### src/hdl/button_chord_autorepeat_decoder_defines.svh
`ifndef BUTTON_CHORD_AUTOREPEAT_DECODER_DEFINES_SVH
`define BUTTON_CHORD_AUTOREPEAT_DECODER_DEFINES_SVH

// Same-cycle implication, sampled on clk, off while in reset
`define BCAD_ASSERT_NOW(label, ante, cons, msg) \
    label: assert property (@(posedge clk) disable iff (!rst_n) (ante) |-> (cons)) \
        else $error(msg);

// Next-cycle implication, sampled on clk, off while in reset
`define BCAD_ASSERT_NEXT(label, ante, cons, msg) \
    label: assert property (@(posedge clk) disable iff (!rst_n) (ante) |=> (cons)) \
        else $error(msg);

`endif

### src/hdl/bcad_pkg.sv
package bcad_pkg;

    localparam int LEVELS_W = 4;
    localparam int KEY_W    = 4;
    localparam int TICKS_W  = 16;
    localparam int CFG_INDEX_W = 2;

    typedef logic [LEVELS_W-1:0]    levels_t;
    typedef logic [KEY_W-1:0]       key_t;
    typedef logic [TICKS_W-1:0]     ticks_t;
    typedef logic [CFG_INDEX_W-1:0] cfg_index_t;

    localparam cfg_index_t CFG_HOLD_TICKS   = 2'd0;
    localparam cfg_index_t CFG_REPEAT_TICKS = 2'd1;

    localparam ticks_t HOLD_TICKS_RESET   = 16'd50;
    localparam ticks_t REPEAT_TICKS_RESET = 16'd10;

    localparam key_t KEY_NONE  = 4'd0;
    localparam key_t KEY_ALT   = 4'd1;
    localparam key_t KEY_COLOR = 4'd2;
    localparam key_t KEY_SIZE  = 4'd3;
    localparam key_t KEY_RIGHT = 4'd4;
    localparam key_t KEY_LEFT  = 4'd5;
    localparam key_t KEY_DOWN  = 4'd6;
    localparam key_t KEY_UP    = 4'd7;
    localparam key_t KEY_CLEAR = 4'd8;

    // Button masks: bit0 A, bit1 B, bit2 X, bit3 Y
    localparam levels_t MASK_ALT   = 4'b0001;
    localparam levels_t MASK_COLOR = 4'b0010;
    localparam levels_t MASK_SIZE  = 4'b0011;
    localparam levels_t MASK_RIGHT = 4'b0100;
    localparam levels_t MASK_LEFT  = 4'b0101;
    localparam levels_t MASK_DOWN  = 4'b1000;
    localparam levels_t MASK_UP    = 4'b1001;
    localparam levels_t MASK_CLEAR = 4'b0111;

    typedef enum logic [1:0] {
        MODE_IDLE    = 2'd0,
        MODE_PRESSED = 2'd1,
        MODE_HELD    = 2'd2,
        MODE_WAITING = 2'd3
    } mode_t;

    typedef struct packed {
        mode_t   mode;
        levels_t prev_levels;
        ticks_t  countdown;
        key_t    latched_key;
    } state_t;

    function automatic key_t key_of_mask(levels_t mask);
        key_t key;
        unique case (mask)
            MASK_ALT:   key = KEY_ALT;
            MASK_COLOR: key = KEY_COLOR;
            MASK_SIZE:  key = KEY_SIZE;
            MASK_RIGHT: key = KEY_RIGHT;
            MASK_LEFT:  key = KEY_LEFT;
            MASK_DOWN:  key = KEY_DOWN;
            MASK_UP:    key = KEY_UP;
            MASK_CLEAR: key = KEY_CLEAR;
            default:    key = KEY_NONE;
        endcase
        return key;
    endfunction

    function automatic logic key_is_chord(key_t key);
        return (key == KEY_SIZE) || (key == KEY_LEFT) || (key == KEY_UP) ||
               (key == KEY_CLEAR);
    endfunction

endpackage

### src/hdl/bcad_if.sv
interface bcad_in_if;
    import bcad_pkg::*;

    logic    valid;
    logic    ready;
    levels_t pressed_levels;

    modport source (output valid, output pressed_levels, input ready);
    modport sink (input valid, input pressed_levels, output ready);
endinterface

interface bcad_out_if;
    import bcad_pkg::*;

    logic valid;
    logic ready;
    key_t event_key;

    modport source (output valid, output event_key, input ready);
    modport sink (input valid, input event_key, output ready);
endinterface

### src/hdl/button_chord_autorepeat_decoder.sv
// Turns one sample of four debounced button levels (A, B, X, Y) per request into
// exactly one key event per response: single presses, chords, a held key after
// hold_ticks samples and repeats every repeat_ticks samples (Alt never repeats).
// A new request is taken every clock cycle unless back-pressure stalls the input;
// each response passes through the input register, then the result register, and
// the chord state machine and its counter update as each request advances.
// Back-pressure on the response side stalls the input side only once both
// registers are full. Write hold_ticks and repeat_ticks only while no request is
// in flight; new values apply at the next counter reload.
`include "button_chord_autorepeat_decoder_defines.svh"

module button_chord_autorepeat_decoder (
    input  logic                 clk,
    input  logic                 rst_n,
    input  logic                 cfg_we,
    input  bcad_pkg::cfg_index_t cfg_index,
    input  bcad_pkg::ticks_t     cfg_data,
    bcad_in_if.sink              req,
    bcad_out_if.source           rsp
);
    import bcad_pkg::*;

    logic    s1_valid_reg;
    levels_t s1_levels_reg;
    logic    out_valid_reg;
    key_t    out_key_reg;
    state_t  state_reg;
    state_t  state_next;
    key_t    event_next;
    ticks_t  hold_ticks_reg;
    ticks_t  repeat_ticks_reg;
    logic    advance;
    logic    req_take;
    logic    idle_step;
    logic    alt_hold_step;
    logic    wait_step;
    logic    s1_stalled;
    logic    out_none;
    logic    step_none;

    assign advance   = s1_valid_reg && (!out_valid_reg || rsp.ready);
    assign req.ready = !s1_valid_reg || advance;
    assign req_take  = req.valid && req.ready;

    assign rsp.valid     = out_valid_reg;
    assign rsp.event_key = out_key_reg;

    always_ff @(posedge clk or negedge rst_n)
    begin
        if (!rst_n)
        begin
            hold_ticks_reg   <= HOLD_TICKS_RESET;
            repeat_ticks_reg <= REPEAT_TICKS_RESET;
        end
        else if (cfg_we)
        begin
            case (cfg_index)
                CFG_HOLD_TICKS:   hold_ticks_reg   <= cfg_data;
                CFG_REPEAT_TICKS: repeat_ticks_reg <= cfg_data;
                default:
                begin
                end
            endcase
        end
    end

    // Input stage
    always_ff @(posedge clk or negedge rst_n)
    begin
        if (!rst_n)
            s1_valid_reg <= 1'b0;
        else if (req_take)
            s1_valid_reg <= 1'b1;
        else if (advance)
            s1_valid_reg <= 1'b0;
    end

    always_ff @(posedge clk)
    begin
        if (req_take)
            s1_levels_reg <= req.pressed_levels;
    end

    bcad_step u_step (
        .cur_state    (state_reg),
        .levels       (s1_levels_reg),
        .hold_ticks   (hold_ticks_reg),
        .repeat_ticks (repeat_ticks_reg),
        .next_state   (state_next),
        .event_key    (event_next)
    );

    always_ff @(posedge clk or negedge rst_n)
    begin
        if (!rst_n)
        begin
            state_reg.mode        <= MODE_IDLE;
            state_reg.prev_levels <= '0;
            state_reg.countdown   <= '0;
            state_reg.latched_key <= KEY_NONE;
        end
        else if (advance)
        begin
            state_reg <= state_next;
        end
    end

    // Result stage
    always_ff @(posedge clk or negedge rst_n)
    begin
        if (!rst_n)
            out_valid_reg <= 1'b0;
        else if (advance)
            out_valid_reg <= 1'b1;
        else if (rsp.ready)
            out_valid_reg <= 1'b0;
    end

    always_ff @(posedge clk)
    begin
        if (advance)
            out_key_reg <= event_next;
    end

    assign idle_step     = advance && (state_reg.mode == MODE_IDLE);
    assign alt_hold_step = advance && (state_reg.mode == MODE_HELD) &&
                           (state_reg.latched_key == KEY_ALT) &&
                           ((state_reg.prev_levels & ~s1_levels_reg) == '0);
    assign wait_step     = advance && (state_reg.mode == MODE_WAITING);
    assign s1_stalled    = s1_valid_reg && !advance;
    assign out_none      = out_valid_reg && (out_key_reg == KEY_NONE);
    assign step_none     = (event_next == KEY_NONE);

    `BCAD_ASSERT_NEXT(a_idle_no_event, idle_step, out_none, "event emitted from idle")
    `BCAD_ASSERT_NEXT(a_alt_no_repeat, alt_hold_step, out_none, "alt key repeated")
    `BCAD_ASSERT_NEXT(a_stage_holds, s1_stalled, s1_valid_reg, "input stage lost a request")
    `BCAD_ASSERT_NOW(a_waiting_no_event_key, wait_step, step_none, "event emitted while waiting")

endmodule

### src/hdl/bcad_step.sv
module bcad_step (
    input  bcad_pkg::state_t  cur_state,
    input  bcad_pkg::levels_t levels,
    input  bcad_pkg::ticks_t  hold_ticks,
    input  bcad_pkg::ticks_t  repeat_ticks,
    output bcad_pkg::state_t  next_state,
    output bcad_pkg::key_t    event_key
);
    import bcad_pkg::*;

    levels_t pressed;
    levels_t released;
    levels_t first_released;
    key_t    release_key;
    key_t    level_key;
    ticks_t  count_dec;
    logic    count_done;
    mode_t   mode_next;

    assign pressed        = levels & ~cur_state.prev_levels;
    assign released       = cur_state.prev_levels & ~levels;
    // Isolate the lowest released button: A wins over B over X over Y
    assign first_released = released & (~released + 4'd1);
    assign release_key    = key_of_mask(levels | first_released);
    assign level_key      = key_of_mask(levels);
    assign count_dec      = cur_state.countdown - 16'd1;
    assign count_done     = (count_dec == '0);

    always_comb
    begin
        mode_next = cur_state.mode;
        unique case (cur_state.mode)
            MODE_IDLE:
            begin
                if (|pressed)
                    mode_next = MODE_PRESSED;
            end
            MODE_PRESSED:
            begin
                if (|released)
                    mode_next = key_is_chord(release_key) ? MODE_WAITING : MODE_IDLE;
                else if (count_done)
                    mode_next = MODE_HELD;
            end
            MODE_HELD:
            begin
                if (|released)
                    mode_next = MODE_IDLE;
            end
            MODE_WAITING:
            begin
                // only B, X and Y gate the return to idle
                if (levels[3:1] == 3'b000)
                    mode_next = MODE_IDLE;
            end
            default:
                mode_next = MODE_IDLE;
        endcase
    end

    always_comb
    begin
        event_key              = KEY_NONE;
        next_state.mode        = mode_next;
        next_state.prev_levels = levels;
        next_state.countdown   = cur_state.countdown;
        next_state.latched_key = cur_state.latched_key;
        unique case (cur_state.mode)
            MODE_IDLE:
            begin
                if (|pressed)
                    next_state.countdown = hold_ticks;
            end
            MODE_PRESSED:
            begin
                if (|released)
                begin
                    event_key = release_key;
                end
                else
                begin
                    next_state.countdown = count_dec;
                    if (count_done)
                    begin
                        next_state.latched_key = level_key;
                        event_key              = level_key;
                        next_state.countdown   = repeat_ticks;
                    end
                end
            end
            MODE_HELD:
            begin
                if (|released)
                begin
                    event_key = cur_state.latched_key;
                end
                else if (cur_state.latched_key != KEY_ALT)
                begin
                    next_state.countdown = count_dec;
                    if (count_done)
                    begin
                        event_key            = cur_state.latched_key;
                        next_state.countdown = repeat_ticks;
                    end
                end
            end
            MODE_WAITING:
            begin
                // drop edges
            end
            default:
            begin
            end
        endcase
    end

endmodule
### src/flat_wrapper.sv
// flat-port wrapper written by rule: the top's interface ports become plain ports
module button_chord_autorepeat_decoder_flat import bcad_pkg::*;
  (clk, rst_n, cfg_we, cfg_index, cfg_data, req_valid, req_pressed_levels, req_ready, rsp_valid, rsp_event_key, rsp_ready);
  bcad_in_if req_i ();
  bcad_out_if rsp_i ();
  input  logic clk;
  input  logic rst_n;
  input  logic cfg_we;
  input  bcad_pkg::cfg_index_t cfg_index;
  input  bcad_pkg::ticks_t cfg_data;
  input wire logic [$bits(req_i.valid)-1:0] req_valid;
  input wire logic [$bits(req_i.pressed_levels)-1:0] req_pressed_levels;
  output wire logic [$bits(req_i.ready)-1:0] req_ready;
  output wire logic [$bits(rsp_i.valid)-1:0] rsp_valid;
  output wire logic [$bits(rsp_i.event_key)-1:0] rsp_event_key;
  input wire logic [$bits(rsp_i.ready)-1:0] rsp_ready;
  assign req_i.valid = req_valid;
  assign req_i.pressed_levels = req_pressed_levels;
  assign req_ready = req_i.ready;
  assign rsp_valid = rsp_i.valid;
  assign rsp_event_key = rsp_i.event_key;
  assign rsp_i.ready = rsp_ready;
  button_chord_autorepeat_decoder u_core (.clk(clk), .rst_n(rst_n), .cfg_we(cfg_we), .cfg_index(cfg_index), .cfg_data(cfg_data), .req(req_i), .rsp(rsp_i));
endmodule
### config.mk
export PLATFORM = sky130hd
export DESIGN_NAME = button_chord_autorepeat_decoder_flat
export DESIGN_NICKNAME = d
export VERILOG_FILES = /design/src/hdl/bcad_pkg.sv /design/src/hdl/bcad_if.sv /design/src/hdl/button_chord_autorepeat_decoder.sv /design/src/hdl/bcad_step.sv /design/src/flat_wrapper.sv
export VERILOG_INCLUDE_DIRS = /design/src /design/src/hdl
export SDC_FILE = /design/constraint.sdc
export NUM_CORES = 1
export LEC_CHECK = 0
export ABC_AREA = 1
export BUFFER_PORTS_ARGS = -buffer_cell sky130_fd_sc_hd__buf_2
export CORE_UTILIZATION = 48
export CTS_CLUSTER_DIAMETER = 120
export DETAILED_ROUTE_END_ITERATION = 6
export HOLD_SLACK_MARGIN = 0.05
export PLACE_DENSITY_LB_ADDON = 0.08
export SLEW_MARGIN = 25
export SYNTH_ARGS = -nofsm -noshare
export SYNTH_HDL_FRONTEND = slang
export SYNTH_HIERARCHICAL = 1
export SYNTH_SLANG_ARGS = --single-unit
### constraint.sdc
create_clock -name clk -period 7.25 [get_ports clk]
set_clock_uncertainty 0.2 [all_clocks]
set_input_delay 0.725 -clock clk [delete_from_list [all_inputs] [get_ports clk]]
set_output_delay 0.725 -clock clk [all_outputs]
set_load 0.02 [all_outputs]
## After elaboration in Yosys (flattened, before gate mapping)

Memory sizes are Yosys's and may differ from the RTL's. A register that Yosys moved wholly into a read port is not among the register bits.
Index checks and enable logic that the tools add are counted.

| storage, ports and cells | value |
|---|---|
| flip-flop bits (word level) | 68 |
| memory bits (read-only) | 128 |
| output and inout port bits | 6 |
| word-level logic and storage cells | 86 |
| memories | 2 |

| operators by class | value |
|---|---|
| $add $sub $neg | 2 |
| equality and inequality tests | 16 |
| multiplexer cells | 25 |
| bitwise logic cells | 8 |
| reduce and logical (&&, ||, !) cells | 23 |

Memories:

| name | words | bits a word | rd ports | clocked after Yosys merged registers in | write ports | RTL line | RTL |
|---|---|---|---|---|---|---|---|
| (no name shown) | 16 | 4 | 1 | 1 | 0 | bcad_pkg.sv:55 | `unique case (mask)` |
| (no name shown) | 16 | 4 | 1 | 0 | 0 | bcad_pkg.sv:55 |  |

Operators with widths:

| kind | count |
|---|---|
| $mux 16 | 4 |
| $pmux 16 s3 | 1 |
| $mux 20 | 2 |
| $mux 4 | 6 |
| $logic_not 16->1 | 1 |
| $sub 16x1->16 const B | 1 |
| $and 4x4->4 | 3 |
| $mux 2 | 6 |
| $ne 2x2->1 const B | 6 |
| $not 4->4 | 3 |
| $eq 4x3->1 const B | 2 |
| $pmux 2 s4 | 1 |
| $pmux 4 s2 | 1 |
| $reduce_or 4->1 | 2 |
| $reduce_and 6->1 | 1 |
| $logic_or 1x1->1 | 5 |
| $reduce_and 5->1 | 1 |
| $add 4x1->4 const B | 1 |
| $eq 2x1->1 const B | 2 |
| $eq 2x2->1 const B | 2 |
| $eq 4x2->1 const B | 1 |
| $eq 4x4->1 const B | 1 |
| $logic_not 2->1 | 2 |
| $mux 1 | 4 |
| 11 further kinds | 15 |

## Logic depth before layout (Yosys ltp)

Gate-level depths: netlist of the first run.
An unclocked memory read counts as a cell.

| depth | value |
|---|---|
| depth in word-level cells | 14 |
| mapped depth | 20 |
| gate-level depth less buffers | 20 |

## Modules after synthesis

The synthesis of the first run kept the hierarchy.

By module, submodules not included:

| module | times used | cells each | area an instance (um^2) | seq. area each (um^2) |
|---|---|---|---|---|
| button_chord_autorepeat_decoder | 1 | 272 | 2697.6 | 1747.9 |
| bcad_step | 1 | 484 | 2364.8 | 0.0 |

## Worst setup path before layout of the first run

Ideal clock, no wire load.

| path | value |
|---|---|
| path type | reg2reg |
| start | register u_core/state_reg[5] (netlist name) |
| end | register u_core/state_reg[4] (netlist name) |
| library setup time | 0.117 ns |
| data arrival time | 2.091 ns |
| data required time | 6.933 ns |
| setup slack | 4.843 ns |
| cell stages (with the launch flop) | 21 |
| buffers on the path | 0 |
| cells stage by stage | dfrtp_1 > inv_1 > ha_1 > inv_1 > nor2_1 > nor2_1 > nand2_1 > nor2_1 > nand2_1 > nor2_2 > nand2_2 > nor2_8 > nand2_1 > nand2_1 > nand3_1 > nand2_1 > nand3_1 > nand2_1 > inv_1 > nand3_1 > nand2_1 |

RTL lines:

| what | RTL line | RTL |
|---|---|---|
| start: declaration | button_chord_autorepeat_decoder.sv:27 | `state_t state_reg;` |
| start signal: assignment | button_chord_autorepeat_decoder.sv:104 | `state_reg <= state_next;` |

## Worst setup path after layout of the first run

| path | value |
|---|---|
| start | register u_core.s1_levels_reg[1] |
| end | register u_core/state_reg[11] (netlist name) |

| between the ends | value |
|---|---|
| word-level cells in the longest chain between the ends | 5 |
| elaborated cells between the ends (all ways) | 9 |
| those cells by class | 3 x eq/ne; 3 x bitwise; 3 x reduce/logical |

Ends and longest elaborated chain:

| what | RTL line | RTL |
|---|---|---|
| start: declaration | button_chord_autorepeat_decoder.sv:24 | `levels_t s1_levels_reg;` |
| start signal: assignment | button_chord_autorepeat_decoder.sv:81 | `s1_levels_reg <= req.pressed_levels;` |
| $not 4->4 | n/a |  |
| $and 4x4->4 | bcad_step.sv:21 | `assign released = cur_state.prev_levels & ~levels;` |
| $reduce_or 4->1 | bcad_step.sv:76, bcad_step.sv:93 |  |
| $ne 2x2->1 (no line) | n/a |  |
| $reduce_and 6->1 (no line) (*) | n/a |  |

Every way passes the cells marked *; elsewhere a longest branch is shown, timed or not.
A chain may end at the register's enable or synchronous reset.

==> results of run 1 <==
-- synthesized netlist by cell type (11+ instances only) --
cell type / instances
clkbuf_1: 14
nand2_1: 251
nand4_1: 19
nand3b_1: 14
nor2_1: 54
o21ai_0: 41
nand3_1: 99
inv_2: 11
buf_2: 13
inv_1: 63
a21oi_1: 43
dfrtp_1: 55
-- routing by layer --
layer	global-route usage	share of wire	routed length, um
met1	0.398	0.49	6890
met2	0.388	0.43	6010
met3	0.0480	0.067	944
met4	0.108	0.013	184
met5	0	0	0
-- cell families after synthesis --
kind of cell	share of synthesized area
buf+inv	0.102
simple gates	0.434
flops	0.345
xor+xnor	0.00643
fa+ha+maj	0.0148
compound gates	0.0974
-- final cells by class --
| cell class | count | share of cell area |
|---|---|---|
| Clock buffer | 9 | 0.0230 |
| Clock inverter | 7 | 0.0140 |
| Tap cell | 136 | 0.0316 |
| Multi-Input combinational cell | 574 | 0.520 |
| Inverter | 75 | 0.0523 |
| Sequential cell | 68 | 0.325 |
| Timing Repair Buffer | 35 | 0.0340 |
-- path summary, 6_finish.rpt --
| path | end | slack [ns] |
|---|---|---|
| worst max-delay path | u_core/state_reg[11]$_DFFE_PN0P_ | 3.93 |
| worst min-delay path | u_core/hold_ticks_reg[4]$_DFFE_PN1P_ | 0.27 |
| worst max register to register | u_core/state_reg[11]$_DFFE_PN0P_ | 3.93 |
| worst min register to register | u_core/hold_ticks_reg[4]$_DFFE_PN1P_ | 0.27 |
| max in group asynchronous | u_core/repeat_ticks_reg[5]$_DFFE_PN0P_ | 6.03 |
| min in group asynchronous | u_core/state_reg[18]$_DFFE_PN0P_ | 0.30 |
-- worst max-delay path: cells and delay by family (launching register included) --
kind,cells,cell delay [ns]
AND/OR/NAND/NOR,9,1.10
buffers and inverters,5,0.79
AO/OA/AOI/OAI,2,0.72
flip-flops,1,0.43
-- metrics by stage --
stage / utilization / hold WS [ns] / total power [mW]
floorplan: - / 0.229 / 1.42
global placement: 0.504 / 0.252 / 1.63
detailed placement: 0.504 / 0.254 / 1.66
CTS: 0.523 / 0.268 / 1.99
global route: 0.523 / 0.286 / 2.18
finish: 0.523 / 0.273 / 2.00
-- power groups by stage --
stage	logic [mW]	registers [mW]	clock network, mW
2_1_floorplan	0.861	0.562	0
3_3_place_gp	1.04	0.589	0
3_5_place_dp	1.06	0.594	0
4_1_cts	1.06	0.586	0.337
5_1_grt	1.22	0.601	0.352
6_report	1.08	0.588	0.328
==> impl_metrics.csv, run 1 <==
group,metric,value,unit
run_status,status,"completed",
timing,setup_tns,0,ns
pwr,peakVddDrop,166,uV
floorplanning,initial_core_util,0.493,
clock_tree,post-cts-setup-buffer-count,0,
synth,postSynth.asyncResetShare,0.882,
layout,fin_area,5380,um2
setup_path,cp_max_fo,26,
setup_path,crit_path_start,"u_core/s1_levels_reg[1]$_DFFE_PP_",
layout,area_growth,6.25,%
clock_tree,numClockSinks,68,
setup_path,path_class,"reg2reg",
timing,finalCriticalPeriod,3.32,ns
pwr,switching_share,0.508,
synth,yosysWarnings,6,
synth,synth_seq_cells,68,
setup_path,crit_chain,"inv_2 > nand2_1 > nand2_1 > nor2_2 > inv_2 > a21oi_4 > inv_2 > nor2_4 > inv_2 > a21oi_1 > nand2_1 > nand3b_1 > nand2_1 > inv_1 > nand3_1 > nand2_1",
setup_path,cp_data_arrival_time,3.43,ns
floorplanning,fp.dieArea,11000,um2
clock_tree,cts_tree,"done",
layout,fin_nets,796,
timing,finalMaxSlewViolations,0,
setup_path,worstSetupEndpointType,"flop",
timing,fmax,0.301,GHz
floorplanning,ios,33,
setup_path,regToRegStartpoint,"u_core/s1_levels_reg[1]$_DFFE_PP_",
worst_hold_path,hold_path_class,"reg2reg",
layout,final_cell_mix,"nand2_1 (251), nand3_1 (99), inv_1 (63), dfrtp_1 (55), nor2_1 (54)",
pwr,pwr-share-seq,0.294,
layout,largest_reg_flops,26,
timing,finalHoldViolCount,0,
timing,finalCritPeriodShare,0.458,
place,pre_cts_ws,4.03,ns
pwr,clkPwrFrac,0.164,
timing,slew_headroom,0.489,
place,dpl-instance-area,5180,um2
place,gp_congestion,0.878,
clock_tree,htree_levels,3,
place,dp_cells,888,
grt,grt_use_total,0.270,
layout,drive_gt1_frac,0.133,
synth,syn-cell-area,5060,um2
synth,synthFlopType,"dfrtp_1",
floorplanning,die_y,105,um
floorplanning,num_rows,37,
grt,grt_pass1_vias,4483,
detailed_routing,drt-wirelength-per-cell,15.5,um
clock_tree,path_clk_slew,0.09,ns
clock_tree,clk_latency,0.38,ns
layout,final_common_cell,"nand2_1",
setup_path,cp-start-kind,"flop",
place,dp_hpwl,9.86,mm
synth,syn_avg_cell_area,6.70,um2
detailed_routing,drt_iter0_drc,433,
pwr,power.switching,1.01,mW
pwr,comb_power_share,0.542,
clock_tree,hold_buffers,0,
synth,synth_area_leader_cell,"dfrtp_1",
layout,multiInputGateArea,2800,um2
layout,fillers,1071,
synth,synth_top_area_share,0.272,
detailed_routing,via_per_inst,5.46,
detailed_routing,wl,14.0,mm
layout,stdcell_count,904,
setup_path,worst_path_max_delay_cell,"a21oi_4",
setup_path,cp_data_required_time,7.36,ns
timing,worstMarginPinSlew,0.766,ns
synth,synth_edf_count,8,
detailed_routing,routed-via-count,4940,
setup_path,path_common_cell,"nand2_1",
synth,syn_inst,756,
place,io_buffers,32,
grt,grt_pass1_wl,23.0,mm
setup_path,slowest_delay,0.55,ns
detailed_routing,route.detailed.drc,0,
pwr,p_per_area,372,nW/um2
detailed_routing,antenna_left,0,
layout,diodes,0,
floorplanning,fp.coreArea,10300,um2
synth,syn-num-nets,789,
clock_tree,root_buffer,"clkbuf_8",
flow_run,cap_violations,0,
grt,overflow,0,
grt,antenna_found_initial,0,
worst_hold_path,holdPathStages,2,
synth,synth_cell_types,35,
clock_tree,clock_path_buffers,2,
clock_tree,cts_buffers,9,
detailed_routing,dr.pass1.iters,7,
timing,final-setup-viol-count,0,
worst_hold_path,min-delay-start,"u_core/hold_ticks_reg[4]$_DFFE_PN1P_",
grt,grt_max_degree,61,
synth,synthTopCellsByArea,"dfrtp_1 (27%), nand2_1 (19%), nand3_1 (9.8%), edfxtp_1 (4.7%), inv_1 (4.7%)",
timing,setup_ws,3.93,ns
clock_tree,postCtsResizedCells,0,
floorplanning,dieWidth,105,um
synth,seq_area_frac_synth,0.345,
pwr,power.internal,0.984,mW
setup_path,rr_worst_depth,16,
timing,grt_setup_unrepaired,"false",
pwr,leakage,2.71,nW
layout,final-seq-area,1750,um2
No activity file was read; power rests on OpenSTA's default activity.
==> run 2: changes to the inputs <==
- clock period: 7.25 -> 3.45 ns (I/O delays scaled with it)
==> impl_metrics.csv, run 2 (same netlist as run 1, synthesis figures left out) <==
group,metric,value,unit
run_status,status,"completed",
setup_path,worst_path_max_delay_cell,"dfrtp_1",
timing,finalHoldViolCount,0,
setup_path,slowest_delay,0.42,ns
layout,largest_reg_flops,26,
pwr,finalPower,4.32,mW
setup_path,cp_max_fo,17,
place,pre_cts_ws,0.544,ns
clock_tree,clock_path_buffers,2,
floorplanning,die_y,105,um
grt,overflow,0,
grt,grt_use_total,0.275,
layout,fillers,1037,
clock_tree,cts_buffers,9,
clock_tree,post-cts-setup-buffer-count,0,
setup_path,path_class,"reg2reg",
floorplanning,initial_core_util,0.493,
layout,final_cell_mix,"nand2_1 (251), nand3_1 (99), inv_1 (63), dfrtp_1 (55), nor2_1 (54)",
timing,setup_tns,0,ns
floorplanning,dieWidth,105,um
detailed_routing,wl,14.6,mm
detailed_routing,drt-wirelength-per-cell,15.7,um
detailed_routing,via_per_inst,5.53,
grt,antenna_found_initial,0,
setup_path,crit_chain,"inv_1 > ha_1 > inv_1 > nor2_1 > nor2_1 > nand2_1 > nor2_1 > nand2_1 > nor2_2 > nand2_2 > nor2_8 > nand2_1 > nand2_1 > nand3_1 > nand2_1 > nand3_1 > nand2_1 > inv_1 > nand3_1 > nand2_1",
setup_path,cp_data_required_time,3.50,ns
layout,area_growth,11.4,%
clock_tree,cts_tree,"done",
timing,worstMarginPinSlew,0.783,ns
clock_tree,numClockSinks,68,
layout,drive_gt1_frac,0.132,
timing,final-setup-viol-count,0,
grt,grt_pass1_vias,4672,
detailed_routing,drt_iter0_drc,390,
layout,stdcell_count,929,
layout,fin_nets,821,
layout,final_common_cell,"nand2_1",
detailed_routing,dr.pass1.iters,5,
pwr,peakVddDrop,269,uV
timing,finalCriticalPeriod,2.97,ns
place,io_buffers,32,
worst_hold_path,hold_path_class,"in2reg",
grt,grt_max_degree,35,
place,dp_cells,892,
floorplanning,fp.coreArea,10300,um2
floorplanning,fp.dieArea,11000,um2
setup_path,worstSetupEndpointType,"flop",
timing,finalMaxSlewViolations,0,
clock_tree,path_clk_slew,0.09,ns
detailed_routing,routed-via-count,5134,
clock_tree,postCtsResizedCells,0,
setup_path,path_common_cell,"nand2_1",
floorplanning,num_rows,37,
timing,setup_ws,0.476,ns
place,dp_hpwl,9.73,mm
setup_path,cp_data_arrival_time,3.02,ns
detailed_routing,route.detailed.drc,0,
clock_tree,root_buffer,"clkbuf_8",
place,gp_congestion,0.891,
clock_tree,htree_levels,3,
layout,fin_util,0.549,
detailed_routing,antenna_left,0,
clock_tree,clk_latency,0.36,ns
pwr,p_per_area,766,nW/um2
timing,slew_headroom,0.477,
flow_run,cap_violations,0,
grt,grt_pass1_wl,23.6,mm
floorplanning,ios,33,
timing,fmax,0.336,GHz
timing,finalCritPeriodShare,0.862,
timing,grt_setup_unrepaired,"false",
layout,diodes,0,
setup_path,cp-start-kind,"flop",
pwr,leakage,2.83,nW
==> run 2: report_power, final <==
part / switching, mW / internal, mW
clock network: 0.346 / 0.402
logic: 1.57 / 0.760
registers: 0.237 / 1.00
==> run 2: per-layer routing <==
| metal | global-route usage | up-vias | share of wire |
|---|---|---|---|
| met3 | 0.0505 | 23 | 0.076 |
| met2 | 0.416 | 219 | 0.44 |
| met5 | 0 | - | 0 |
| li1 | - | 2521 | - |
| met4 | 0.103 | 0 | 0.014 |
| met1 | 0.390 | 2371 | 0.47 |
==> run 2: through the flow <==
stage / area [um2] / hold WS [ns]
floorplan: 5060 / -0.151
global placement: 5210 / 0.253
detailed placement: 5210 / 0.257
CTS: 5640 / 0.0562
global route: 5640 / 0.0944
finish: 5640 / 0.0569
==> run 2: repair_timing <==
item	in CTS	in global routing
hold buffers	21	0
setup endpoints to repair	0	0
hold endpoints to repair	59	0
==> run 2: worst max-delay path: cells and delay by family (launching register included) <==
kind / cells / cell delay [ns]
adders and majority gates: 1 / 0.24
DFF: 1 / 0.42
and+or+nand+nor: 16 / 1.77
buffers and inverters: 3 / 0.22
==> run 2: area by class of cell <==
type | count | area [um2] | share of cell area
well taps | 136 | 170 | 0.0302
clock inverters | 4 | 55.1 | 0.00976
inverters | 75 | 282 | 0.0499
repair buffers | 60 | 423 | 0.0750
clock buffers | 12 | 166 | 0.0295
flip-flops and latches | 68 | 1750 | 0.310
multi-input cells | 574 | 2800 | 0.496
==> run 2: worst paths after layout <==
check | from | endpoint | slack, ns | depth (start not counted)
worst max register to register | u_core/state_reg[5]$_DFFE_PN0P_ | u_core/state_reg[4]$_DFFE_PN0P_ | 0.48 | 20
worst max-delay path | u_core/state_reg[5]$_DFFE_PN0P_ | u_core/state_reg[4]$_DFFE_PN0P_ | 0.48 | 20
max in group asynchronous | rst_n | u_core/hold_ticks_reg[5]$_DFFE_PN1P_ | 1.72 | 3
min in group asynchronous | rst_n | u_core/state_reg[2]$_DFFE_PN0P_ | 0.38 | 2
worst min register to register | u_core/hold_ticks_reg[14]$_DFFE_PN0P_ | u_core/hold_ticks_reg[14]$_DFFE_PN0P_ | 0.27 | 2
worst min-delay path | cfg_data[11] | u_core/hold_ticks_reg[11]$_DFFE_PN0P_ | 0.06 | 3
==> run 3: changes to the inputs <==
- CORE_UTILIZATION: 48 -> 62
==> impl_metrics.csv, run 3 (same netlist as run 1, synthesis figures left out) <==
group,metric,value,unit
run_status,status,"completed",
grt,grt_util_met3,0.0501,
worst_hold_path,holdPathStages,3,
grt,busiest_layer,"met2",
setup_path,regToRegStartpoint,"u_core/state_reg[4]$_DFFE_PN0P_",
setup_path,r2r-end,"u_core/state_reg[4]$_DFFE_PN0P_",
grt,use_met2,0.606,
setup_path,slowest_delay,0.42,ns
setup_path,critical_path_depth,20,
floorplanning,fp.dieArea,8530,um2
clock_tree,clock_path_buffers,2,
timing,setup_tns,0,ns
detailed_routing,routed-via-count,5282,
grt,grt_pass1_vias,5098,
layout,stdcell_count,895,
layout,largest_reg_flops,26,
place,io_buffers,32,
clock_tree,hold_buffers,19,
pwr,leakage,2.81,nW
grt,grt_use_total,0.355,
detailed_routing,via_per_inst,5.90,
timing,final-setup-viol-count,0,
layout,fin_nets,821,
timing,worstMarginPinSlew,0.770,ns
setup_path,path_class,"reg2reg",
place,gp_congestion,1.01,
floorplanning,die_y,92.4,um
pwr,peakVddDrop,362,uV
grt,grt_pass1_wl,23.6,mm
flow_run,cap_violations,0,
clock_tree,clk_latency,0.35,ns
grt,antenna_found_initial,0,
grt,use_met1,0.433,
timing,fmax,0.333,GHz
detailed_routing,antenna_left,0,
layout,area_growth,9.71,%
setup_path,cpLargestDelayFamily,"simple AND/OR/NAND/NOR gates",
timing,finalMaxSlewViolations,0,
floorplanning,ios,33,
setup_path,worst_path_max_delay_cell,"dfrtp_1",
setup_path,cp_max_fo,17,
place,dp_hpwl,9.49,mm
worst_hold_path,min-delay-start,"cfg_data[6]",
layout,final_common_cell,"nand2_1",
setup_path,crit_path_start,"u_core/state_reg[4]$_DFFE_PN0P_",
setup_path,rr_worst_depth,20,
floorplanning,dieWidth,92.4,um
detailed_routing,route.detailed.drc,0,
grt,grt_max_degree,35,
timing,finalCritPeriodShare,0.870,
setup_path,worstSetupEndpointType,"flop",
setup_path,cp_data_required_time,3.49,ns
floorplanning,num_rows,32,
floorplanning,initial_core_util,0.648,
detailed_routing,dr.pass1.iters,5,
layout,diodes,0,
setup_path,path_common_cell,"nand2_1",
setup_path,worst-r2r-setup-slack,0.45,ns
detailed_routing,drt-wirelength-per-cell,15.8,um
layout,final_cell_mix,"nand2_1 (251), nand3_1 (99), inv_1 (63), dfrtp_1 (55), nor2_1 (54)",
timing,slew_headroom,0.486,
floorplanning,fp.coreArea,7810,um2
clock_tree,postCtsResizedCells,0,
setup_path,cp_data_arrival_time,3.05,ns
layout,fin_util,0.711,
clock_tree,htree_levels,3,
setup_path,crit_chain,"inv_2 > ha_1 > inv_1 > nor2_1 > nor2_1 > nand2_1 > nor2_1 > nand2_1 > nor2_2 > nand2_2 > nor2_8 > nand2_1 > nand2_1 > nand3_1 > nand2_1 > nand3_1 > nand2_1 > inv_1 > nand3_1 > nand2_1",
detailed_routing,wl,14.1,mm
setup_path,cp_num_buf_inv,3,
pwr,p_per_area,753,nW/um2
timing,finalCriticalPeriod,3.00,ns
place,dp_cells,860,
clock_tree,numClockSinks,68,
layout,drive_gt1_frac,0.134,
timing,grt_setup_unrepaired,"false",
grt,overflow,0,
worst_hold_path,hold_path_class,"in2reg",
clock_tree,path_clk_slew,0.07,ns
clock_tree,post-cts-setup-buffer-count,0,
clock_tree,root_buffer,"clkbuf_8",
clock_tree,cts_tree,"done",
timing,finalHoldViolCount,0,
layout,fillers,682,
detailed_routing,drt_iter0_drc,444,
setup_path,cp-start-kind,"flop",
setup_path,crit_end,"u_core/state_reg[4]$_DFFE_PN0P_",
clock_tree,cts_buffers,9,
==> run 3: cell count changes in the layout (fill, tap and decap cells not counted) <==
cell | before | now
buf_12 | 0 | 1
buf_4 | 7 | 8
bufinv_16 | 1 | 0
clkbuf_1 | 1 | 2
clkbuf_16 | 1 | 0
clkinv_2 | 0 | 2
clkinv_4 | 1 | 0
dlygate4sd3_1 | 21 | 19
inv_4 | 0 | 1
inv_6 | 1 | 0
==> run 3: worst min path at each step <==
stage                                        endpoint
2_1_floorplan    u_core/hold_ticks_reg[0]$_DFFE_PN0P_
3_3_place_gp     u_core/hold_ticks_reg[8]$_DFFE_PN0P_
3_5_place_dp         u_core/state_reg[20]$_DFFE_PN0P_
4_1_cts        u_core/repeat_ticks_reg[7]$_DFFE_PN0P_
5_1_grt         u_core/hold_ticks_reg[12]$_DFFE_PN0P_
6_report         u_core/hold_ticks_reg[6]$_DFFE_PN0P_
==> run 3: layout make-up <==
class / count / area [um2] / area share
Timing Repair Buffer: 60 / 430 / 0.0775
Sequential cell: 68 / 1750 / 0.315
Inverter: 75 / 282 / 0.0507
Clock inverter: 4 / 23.8 / 0.00428
Tap cell: 102 / 128 / 0.0230
Clock buffer: 12 / 145 / 0.0261
Multi-Input combinational cell: 574 / 2800 / 0.504
==> run 3: stage by stage <==
| stage | power (mW) | instance area, um2 | setup WS, ns | hold WS (ns) |
|---|---|---|---|---|
| floorplan | 2.99 | 5060 | 1.04 | -0.151 |
| global placement | 3.43 | 5170 | 0.719 | 0.254 |
| detailed placement | 3.50 | 5190 | 0.554 | 0.0976 |
| CTS | 4.13 | 5550 | 0.542 | 0.0501 |
| global route | 4.52 | 5550 | 0.160 | 0.0697 |
| finish | 4.18 | 5550 | 0.447 | 0.0568 |
==> run 3: tightest hold or removal path: stages <==
cell	delay [ns]
buf_2	0.09
nand3_1	0.08
nand2_1	0.06
==> run 3: power breakdown <==
group	internal (mW)	switching, mW
Sequential	1.00	0.224
Clock	0.279	0.318
Combinational	0.763	1.59
Total	2.05	2.14
==> run 3: layer usage <==
metal  wire length, um  part of all wire
met3              1110             0.078
met4               560             0.040
met1              5700              0.40
met2              6770              0.48
met5                 0                 0
